==> config.mk <==
export PLATFORM = sky130hd
export DESIGN_NAME = cdcs_ctrl
export DESIGN_NICKNAME = d
export VERILOG_FILES = /design/src/rtl/cdcs_pkg.sv /design/src/rtl/cdcs_ctrl.sv
export SDC_FILE = /design/constraint.sdc
export NUM_CORES = 1
export LEC_CHECK = 0
export ABC_CLOCK_PERIOD_IN_PS = 5600
export BUFFER_PORTS_ARGS = -buffer_cell sky130_fd_sc_hd__buf_2
export CORE_AREA = 3 3 48 50
export DETAILED_ROUTE_END_ITERATION = 7
export DIE_AREA = 0 0 51 53
export GPL_TIMING_DRIVEN = 0
export PLACE_DENSITY = 0.79
export SLEW_MARGIN = 20
export SYNTH_ARGS = -nofsm -noshare
export SYNTH_HDL_FRONTEND = slang
export SYNTH_SLANG_ARGS = --single-unit
==> constraint.sdc <==
create_clock -name clock -period 5.6 [get_ports clock]
set_input_delay 0.84 -clock clock [delete_from_list [all_inputs] [get_ports clock]]
set_output_delay 0.84 -clock clock [all_outputs]
set_load 0.01 [all_outputs]
==> src/rtl/cdcs_pkg.sv <==
// Shared constants and types for the causal depthwise convolution with SiLU.
package cdcs_pkg;

   localparam int SAMPLE_W     = 16;
   localparam int CHANNEL_W    = 12;
   localparam int HIST_SLOTS   = 3;
   localparam int HIST_W       = SAMPLE_W * HIST_SLOTS;
   localparam int CHANNELS_DEF = 4096;
   localparam int TAPS_DEF     = 4;
   localparam int TAY_TERMS    = 12;
   localparam int DIV_W        = 64;
   localparam int DVS_W        = 34;
   localparam logic [31:0] LN2_Q32 = 32'd2977044472;

   typedef struct packed {
      logic clr_wr;
      logic load;
      logic mac_step;
      logic hist_wr;
      logic kdiv_go;
      logic kdiv_take;
      logic tmul;
      logic tdiv_go;
      logic tdiv_take;
      logic exp_calc;
      logic sdiv_go;
      logic sdiv_take;
      logic fmul;
      logic fin;
   } cmd_type;

   typedef struct packed {
      logic clr_last;
      logic mac_last;
      logic kdiv_done;
      logic div_done;
      logic tay_last;
   } sts_type;

endpackage

==> src/rtl/cdcs_ctrl.sv <==
// Controller: sequences clear sweep, MAC, exp series, division and output.
module cdcs_ctrl (
   input  logic clock,
   input  logic reset,
   input  logic req_valid,
   output logic req_ready,
   output logic rsp_valid,
   input  logic rsp_ready,
   input  cdcs_pkg::sts_type sts,
   output cdcs_pkg::cmd_type cmd
);
   import cdcs_pkg::*;

   typedef enum logic [15:0] {
      S_CLEAR = 16'h0001,
      S_IDLE  = 16'h0002,
      S_MAC   = 16'h0004,
      S_HWR   = 16'h0008,
      S_KDIV  = 16'h0010,
      S_KWAIT = 16'h0020,
      S_TMUL  = 16'h0040,
      S_TDIV  = 16'h0080,
      S_TWAIT = 16'h0100,
      S_EXP   = 16'h0200,
      S_SDIV  = 16'h0400,
      S_SWAIT = 16'h0800,
      S_FMUL  = 16'h1000,
      S_FIN   = 16'h2000,
      S_OUT   = 16'h4000
   } state_type;

   state_type state_ff, state_in;

   always_ff @(posedge clock) begin
      if (reset) begin
         state_ff <= S_CLEAR;
      end else begin
         state_ff <= state_in;
      end
   end

   // next state and commands
   always_comb begin
      state_in  = state_ff;
      cmd       = '0;
      req_ready = 1'b0;
      rsp_valid = 1'b0;
      case (state_ff)
         S_CLEAR: begin
            cmd.clr_wr = 1'b1;
            if (sts.clr_last) state_in = S_IDLE;
         end
         S_IDLE: begin
            req_ready = 1'b1;
            if (req_valid) begin
               cmd.load = 1'b1;
               state_in = S_MAC;
            end
         end
         S_MAC: begin
            cmd.mac_step = 1'b1;
            if (sts.mac_last) state_in = S_HWR;
         end
         S_HWR: begin
            cmd.hist_wr = 1'b1;
            state_in    = S_KDIV;
         end
         S_KDIV: begin
            cmd.kdiv_go = 1'b1;
            state_in    = S_KWAIT;
         end
         S_KWAIT: begin
            if (sts.kdiv_done) begin
               cmd.kdiv_take = 1'b1;
               state_in      = S_TMUL;
            end
         end
         S_TMUL: begin
            cmd.tmul = 1'b1;
            state_in = S_TDIV;
         end
         S_TDIV: begin
            cmd.tdiv_go = 1'b1;
            state_in    = S_TWAIT;
         end
         S_TWAIT: begin
            if (sts.div_done) begin
               cmd.tdiv_take = 1'b1;
               state_in      = sts.tay_last ? S_EXP : S_TMUL;
            end
         end
         S_EXP: begin
            cmd.exp_calc = 1'b1;
            state_in     = S_SDIV;
         end
         S_SDIV: begin
            cmd.sdiv_go = 1'b1;
            state_in    = S_SWAIT;
         end
         S_SWAIT: begin
            if (sts.div_done) begin
               cmd.sdiv_take = 1'b1;
               state_in      = S_FMUL;
            end
         end
         S_FMUL: begin
            cmd.fmul = 1'b1;
            state_in = S_FIN;
         end
         S_FIN: begin
            cmd.fin  = 1'b1;
            state_in = S_OUT;
         end
         S_OUT: begin
            rsp_valid = 1'b1;
            if (rsp_ready) state_in = S_IDLE;
         end
         default: begin
            state_in = S_IDLE;
         end
      endcase
   end
endmodule
==> impl_metrics.ini, run 1 <==
[power_and_ir_drop]
static-leakage-power_nw = 0.588
fin_total_pwr_w = 0.000224
power_density_nw_per_um2 = 182
power.ir.vdd_worst_mv = 0.131

[global_routing]
antenna_found_initial = 0
grt_util_met2_pct = 37.3
grt.busiest_layer = met2
grt_pass1_wl_mm = 4.45
largest_net_degree_at_the_start_of_global_routing = 11
grt_pass1_vias = 1005
global_route.overflow_total = 0
aggregate_global_route_resource_usage_pct = 21.9
gr_layer_usage_met1_pct = 28.2
grtUsageMet3_pct = 3.66

[place]
place.gp.congestion = 0.912
port_buffers = 24
placedInstanceArea_sq_um = 1200
post-dp-hpwl_mm = 2.04

[clocking]
cts_setup_buffers = 0
worst_skew_pair.late_latency_ps = 290
tritoncts_num_sinks = 15
postCtsHoldBufs = 0
cts_inserted_buffers = 3
clock_tree.buffer_depth = 2
post_cts_resized = 0
cts_tree = built
cts_htree_levels = 1
clk_pin_slew_ps = 90
clockRootBuffer = clkbuf_4

[timing]
hold_slack_final_ps = 597
timing.max_slew.rel_slack_pct = 35.4
fin_crit_sh_pct = 59.0
finalMaxSlewViolations = 0
rsz_0062_raised_after_global_routing = false
hold_viol = 0
final.setup.tns_ps = 0
worst_slew_pin_slew_ps = 960
finalSetupViolCount = 0
min_period_ps = 3300
fin_worst_skew_ps = 0.930
fmax_mhz = 303

[routing]
detail-route-antenna-nets = 0
drt_pass1_iterations = 4
drt-vias-per-instance = 5.95
vias = 1148
drtIter0Drc = 33
detail_route.wirelength_mm = 2.71
detail_route.drc_violations = 0
avgRoutedWirePerCell_um = 14.0

[floorplanning]
design.core.area_sq_um = 1940
std_cell_rows = 16
floorplan.die_area_sq_um = 2700
initial_utilization_pct = 54.1
die_w_um = 51
io_pins = 25
die_height_um = 53

[logic_synthesis]
synth-warning-count = 0
number_of_flops_mapped_to_enable_cells_by_yosys = 0
yosysUniqueCellTypes = 41
ys_dominant_reg_cell = dfxtp_1
ys_seq_area_share_pct = 28.6
asyncSetResetFlopFracSynth_pct = 0
synth.ff_latch_count = 15
synthesis.nets = 147
synth_cells = 138
mappedNetlistArea_sq_um = 1050
syn-mean-instance-area_sq_um = 7.62

[outcome]
outcome = finished clean

[setup_path]
endpoint = rsp_valid
worstPathMaxFanout = 10
crit_start = state_ff[8]$_SDFFE_PP0P_
setup.worst_path.end_class = output pin
r2r_slack_ps = 2840
path_class = reg2out
timing.critical_path.required_ps = 4760
worst_r2r_startpoint = state_ff[8]$_SDFFE_PP0P_
ff2ff_path_depth = 6
cp-start-kind = flop
regToRegEndpoint = state_ff[12]$_SDFFE_PP0P_
worst_ep_arrival_time_ps = 2460

[layout]
most-common-layout-cells = 29 x buf_2, 15 x dfxtp_1, 14 x nor2_1
finalCoreUtilization_pct = 63.4
area_growth_syn_to_layout_pct = 17.1
final_area_sq_um = 1230
reg.largest.list = state_ff (15)
finalNetCount = 176
antennaDiodeCount = 0
largest_register_ffs = 15
registers.top_by_ff_count = state_ff
final_layout_size_suffix_gt1_share_pct = 25.9
layout.cells.most_common = buf_2

[flow_run]
drv_cap = 0

[min_path]
min_path_type = reg2reg
-- worst max-delay path: stages (launching register included) --
cell and delay [ps]:
dfxtp_1 310, buf_2 160, nor4_1 840, nand3_1 180
or2_2 340, nor3b_1 190, buf_2 160
-- synth_stat cells, types with 2 or more instances --
cell | n | share of area [%]
nor4b_1 | 2 | 1.7
nor4_1 | 7 | 4.2
a21oi_1 | 8 | 3.8
o211ai_1 | 2 | 1.4
nand2b_1 | 3 | 1.8
and4_1 | 2 | 1.7
nand2_1 | 7 | 2.5
clkbuf_1 | 4 | 1.4
and2_1 | 4 | 2.4
dfxtp_1 | 15 | 29
nor2_1 | 14 | 5.0
o21ai_0 | 7 | 3.3
or3_1 | 2 | 1.2
xor2_1 | 4 | 3.3
nor3b_1 | 5 | 3.6
nand3_1 | 4 | 1.9
or4_4 | 3 | 3.2
buf_2 | 5 | 2.4
and4bb_2 | 2 | 2.4
inv_1 | 7 | 2.5
nor3_1 | 10 | 4.8
or4_1 | 2 | 1.4
-- worst min path at each step --
stage	from	slack (ps)	depth (start not counted)	to
finish	state_ff[6]$_SDFFE_PP0P_	600	2	state_ff[7]$_SDFFE_PP0P_
detailed placement	state_ff[6]$_SDFFE_PP0P_	580	2	state_ff[7]$_SDFFE_PP0P_
floorplan	state_ff[6]$_SDFFE_PP0P_	520	2	state_ff[7]$_SDFFE_PP0P_
global route	state_ff[6]$_SDFFE_PP0P_	620	2	state_ff[7]$_SDFFE_PP0P_
CTS	state_ff[6]$_SDFFE_PP0P_	590	2	state_ff[7]$_SDFFE_PP0P_
global placement	state_ff[6]$_SDFFE_PP0P_	550	2	state_ff[7]$_SDFFE_PP0P_
-- metal layers --
layer | wire length, um | up-vias
met4 | 40 | 0
li1 | - | 572
met3 | 201 | 6
met5 | 0 | -
met1 | 1180 | 518
met2 | 1290 | 52
-- cell families (layout without fill, tap and decap cells) --
kind of cell	after synthesis	count (layout)	share of synthesized area [%]
AO/OA/AOI/OAI	25	25	15.4
XOR/XNOR	4	4	3.33
buffers and inverters	17	45	7.38
AND/OR/NAND/NOR	77	77	45.4
flip-flops	15	15	28.6
-- final cells by class --
type / count / area [sq um]
buffer: 10 / 51.3
clock buffer: 4 / 26.3
fill: 203 / 711
inverter: 7 / 26.3
multi-input combinational: 106 / 673
sequential: 15 / 300
tap: 27 / 33.8
timing repair buffer: 24 / 120
-- metrics by stage --
stage               setup WS (ps)  instances
detailed placement           2630        189
global placement             2630        189
finish                       2300        193
CTS                          2300        193
global route                 2060        193
floorplan                    2790        138
-- report_power, final --
| part | switching [W] | leakage [nW] | internal [W] | total, W |
|---|---|---|---|---|
| registers | 0.00000125 | 0.122 | 0.000109 | 0.000110 |
| clock network | 0.0000370 | 0.0150 | 0.0000277 | 0.0000647 |
| logic | 0.0000277 | 0.451 | 0.0000213 | 0.0000490 |
| total | 0.0000660 | 0.588 | 0.000158 | 0.000224 |
Note: power is estimated with default switching activity, not from simulation.
==> run 2, diff against run 1 <==
--- a/config.mk
+++ b/config.mk
@@ -5,13 +5,14 @@
 export SDC_FILE = /design/constraint.sdc
 export NUM_CORES = 1
 export LEC_CHECK = 0
-export ABC_CLOCK_PERIOD_IN_PS = 5600
+export ABC_AREA = 1
+export ABC_CLOCK_PERIOD_IN_PS = 2700
 export BUFFER_PORTS_ARGS = -buffer_cell sky130_fd_sc_hd__buf_2
-export CORE_AREA = 3 3 48 50
+export CORE_AREA = 3 3 52 54
 export DETAILED_ROUTE_END_ITERATION = 7
-export DIE_AREA = 0 0 51 53
+export DIE_AREA = 0 0 55 57
 export GPL_TIMING_DRIVEN = 0
-export PLACE_DENSITY = 0.79
+export PLACE_DENSITY = 0.74
 export SLEW_MARGIN = 20
 export SYNTH_ARGS = -nofsm -noshare
 export SYNTH_HDL_FRONTEND = slang
==> constraint.sdc (replaced) <==
create_clock -name clock -period 2.7 [get_ports clock]
set_input_delay 0.405 -clock clock [delete_from_list [all_inputs] [get_ports clock]]
set_output_delay 0.405 -clock clock [all_outputs]
set_load 0.01 [all_outputs]
==> impl_metrics.ini, run 2 <==
[logic_synthesis]
synth_top_area_share_pct = 27.2
mappedNetlistArea_sq_um = 1100
synth.ff_latch_count = 15
synthesis.nets = 196
number_of_flops_mapped_to_enable_cells_by_yosys = 0
yosysUniqueCellTypes = 22
synthMostInstantiatedCell = nor2_1
asyncSetResetFlopFracSynth_pct = 0
ys_top_cells_by_area = dfxtp_1 27%, nor2_1 13%, nand2_1 13%
ys_dominant_reg_cell = dfxtp_1
synth_area_leader_cell = dfxtp_1
syn-mean-instance-area_sq_um = 5.90
ys_seq_area_share_pct = 27.2
synth.cells.most_frequent = 39 x nor2_1, 37 x nand2_1, 35 x inv_1, 19 x nand3_1, 15 x dfxtp_1
synth-warning-count = 0
synth_cells = 187

[power_and_ir_drop]
static-leakage-power_nw = 0.840
power_density_nw_per_um2 = 373
power.ir.vdd_worst_mv = 0.296

[min_path]
hold_path_startpoint = reset
worst_case_hold_path_end_point = state_ff[9]$_SDFFE_PP0P_
whs_path_depth = 2
min_path_type = in2reg

[timing]
worst_slew_pin_slew_ps = 496
finalMaxSlewViolations = 0
hold_viol = 0
fin_ws_ps = 701
min_period_ps = 2000
fin_crit_sh_pct = 74.0
timing.max_slew.rel_slack_pct = 66.9
final.setup.tns_ps = 0
finalSetupViolCount = 0
hold_slack_final_ps = 333
rsz_0062_raised_after_global_routing = false
fin_worst_skew_ps = 2.19
fmax_mhz = 500

[layout]
reg.largest.list = state_ff (15)
layout.cells.most_common = nor2_1
finalNetCount = 225
most-common-layout-cells = 39 x nor2_1, 37 x nand2_1, 35 x inv_1
antennaDiodeCount = 0
largest_register_ffs = 15
final_layout_size_suffix_gt1_share_pct = 25.1
registers.top_by_ff_count = state_ff
area_growth_syn_to_layout_pct = 16.6

[global_routing]
antenna_found_initial = 0
global_route.overflow_total = 0
aggregate_global_route_resource_usage_pct = 17.8
largest_net_degree_at_the_start_of_global_routing = 11
grt_pass1_wl_mm = 4.19
grt_pass1_vias = 1006

[clocking]
worst_skew_pair.late_latency_ps = 280
cts_htree_levels = 1
cts_setup_buffers = 0
clock_tree.buffer_depth = 2
cts_inserted_buffers = 3
post_cts_resized = 0
tritoncts_num_sinks = 15
postCtsHoldBufs = 0
clk_pin_slew_ps = 100
clockRootBuffer = clkbuf_4
cts_tree = built

[routing]
detail_route.drc_violations = 0
drtIter0Drc = 37
drt_pass1_iterations = 4
detail-route-antenna-nets = 0
avgRoutedWirePerCell_um = 10.5
vias = 1169
detail_route.wirelength_mm = 2.55
drt-vias-per-instance = 4.81

[setup_path]
crit_path_top_delay_cell = dfxtp_1
cp_cell_sequence = nor2_2 -> nand2_2 -> nor2_4 -> buf_6 -> nand3_1 -> inv_1 -> buf_2
setup.worst_path.end_class = output pin
worstPathMaxFanout = 10
worst_r2r_startpoint = state_ff[10]$_SDFFE_PP0P_
cp_num_buf_inv = 3
cp-start-kind = flop
worst_ep_arrival_time_ps = 1590
timing.critical_path.required_ps = 2300
ff2ff_path_depth = 11
r2r_slack_ps = 1120
timing.critical_path.slowest_cell_delay_ps = 340
path_class = reg2out
regToRegEndpoint = state_ff[1]$_SDFFE_PP0P_
critical-path-top-delay-family = simple AND/OR/NAND/NOR gates

[floorplanning]
std_cell_rows = 17
io_pins = 25
die_w_um = 55
floorplan.die_area_sq_um = 3140
initial_utilization_pct = 48.9
die_height_um = 57
design.core.area_sq_um = 2250

[place]
dp_worst_setup_slack_ps = 1040
port_buffers = 24
post-dp-hpwl_mm = 2.08
place.gp.congestion = 0.888

[outcome]
outcome = finished clean

[flow_run]
drv_cap = 0
==> run 2: changes by cell type after synthesis, sizes merged, moves of 5 or more <==
cell   delta
nand2    +35
nor3      -5
inv      +33
nor3b     -5
o21ai     -6
nand3    +20
nor2     +33
nor4      -6
or4       -6
==> run 2: how the worst max path moves through the flow <==
stage	to	start	depth (start not counted)
floorplan	cmd[12]	state_ff[8]$_SDFFE_PP0P_	6
global placement	cmd[6]	state_ff[8]$_SDFFE_PP0P_	7
detailed placement	cmd[0]	state_ff[0]$_SDFFE_PP1P_	7
CTS	cmd[0]	state_ff[0]$_SDFFE_PP1P_	7
global route	cmd[0]	state_ff[0]$_SDFFE_PP1P_	7
finish	cmd[6]	state_ff[10]$_SDFFE_PP0P_	7
==> run 2: metrics by stage <==
stage               power (W)  instances  area (sq um)  utilization, %
floorplan            0.000322        187          1100               -
global placement     0.000351        239          1260            55.8
detailed placement   0.000354        239          1260            55.8
CTS                  0.000484        243          1290            57.0
global route         0.000512        243          1290            57.0
finish               0.000480        243          1290            57.0
==> run 2: layer usage <==
layer | global-route usage, % | part of all wire, %
met1 | 24.0 | 44
met2 | 27.9 | 47
met3 | 3.39 | 7.3
met4 | 5.90 | 1.3
met5 | 0 | 0
==> run 2: cell type report <==
type	instances	area (sq um)
fill	236	968
sequential	15	300
inverter	40	150
tap	28	35.0
clock inverter	1	5.00
clock buffer	3	22.5
timing repair buffer	24	120
multi-input combinational	129	627
buffer	3	26.3
==> run 2: report_power, final <==
group          total, W  internal (W)  switching [W]
sequential     0.000234      0.000228     0.00000549
combinational  0.000116     0.0000404      0.0000759
clock          0.000130     0.0000549      0.0000749
==> run 2: cell families (layout without fill, tap and decap cells) <==
group | Yosys count | in the layout | synth area share (%)
AOI/OAI and AO/OA | 6 | 6 | 2.95
and+or+nand+nor | 123 | 123 | 53.9
DFF | 15 | 15 | 27.2
buffers and inverters | 43 | 71 | 16.0
==> run 2: worst reg2reg max path, delay by kind of cell (launching register included) <==
kind	cells	cell delay, ps
and+or+nand+nor	10	990
DFF	1	340
buffers and inverters	1	150
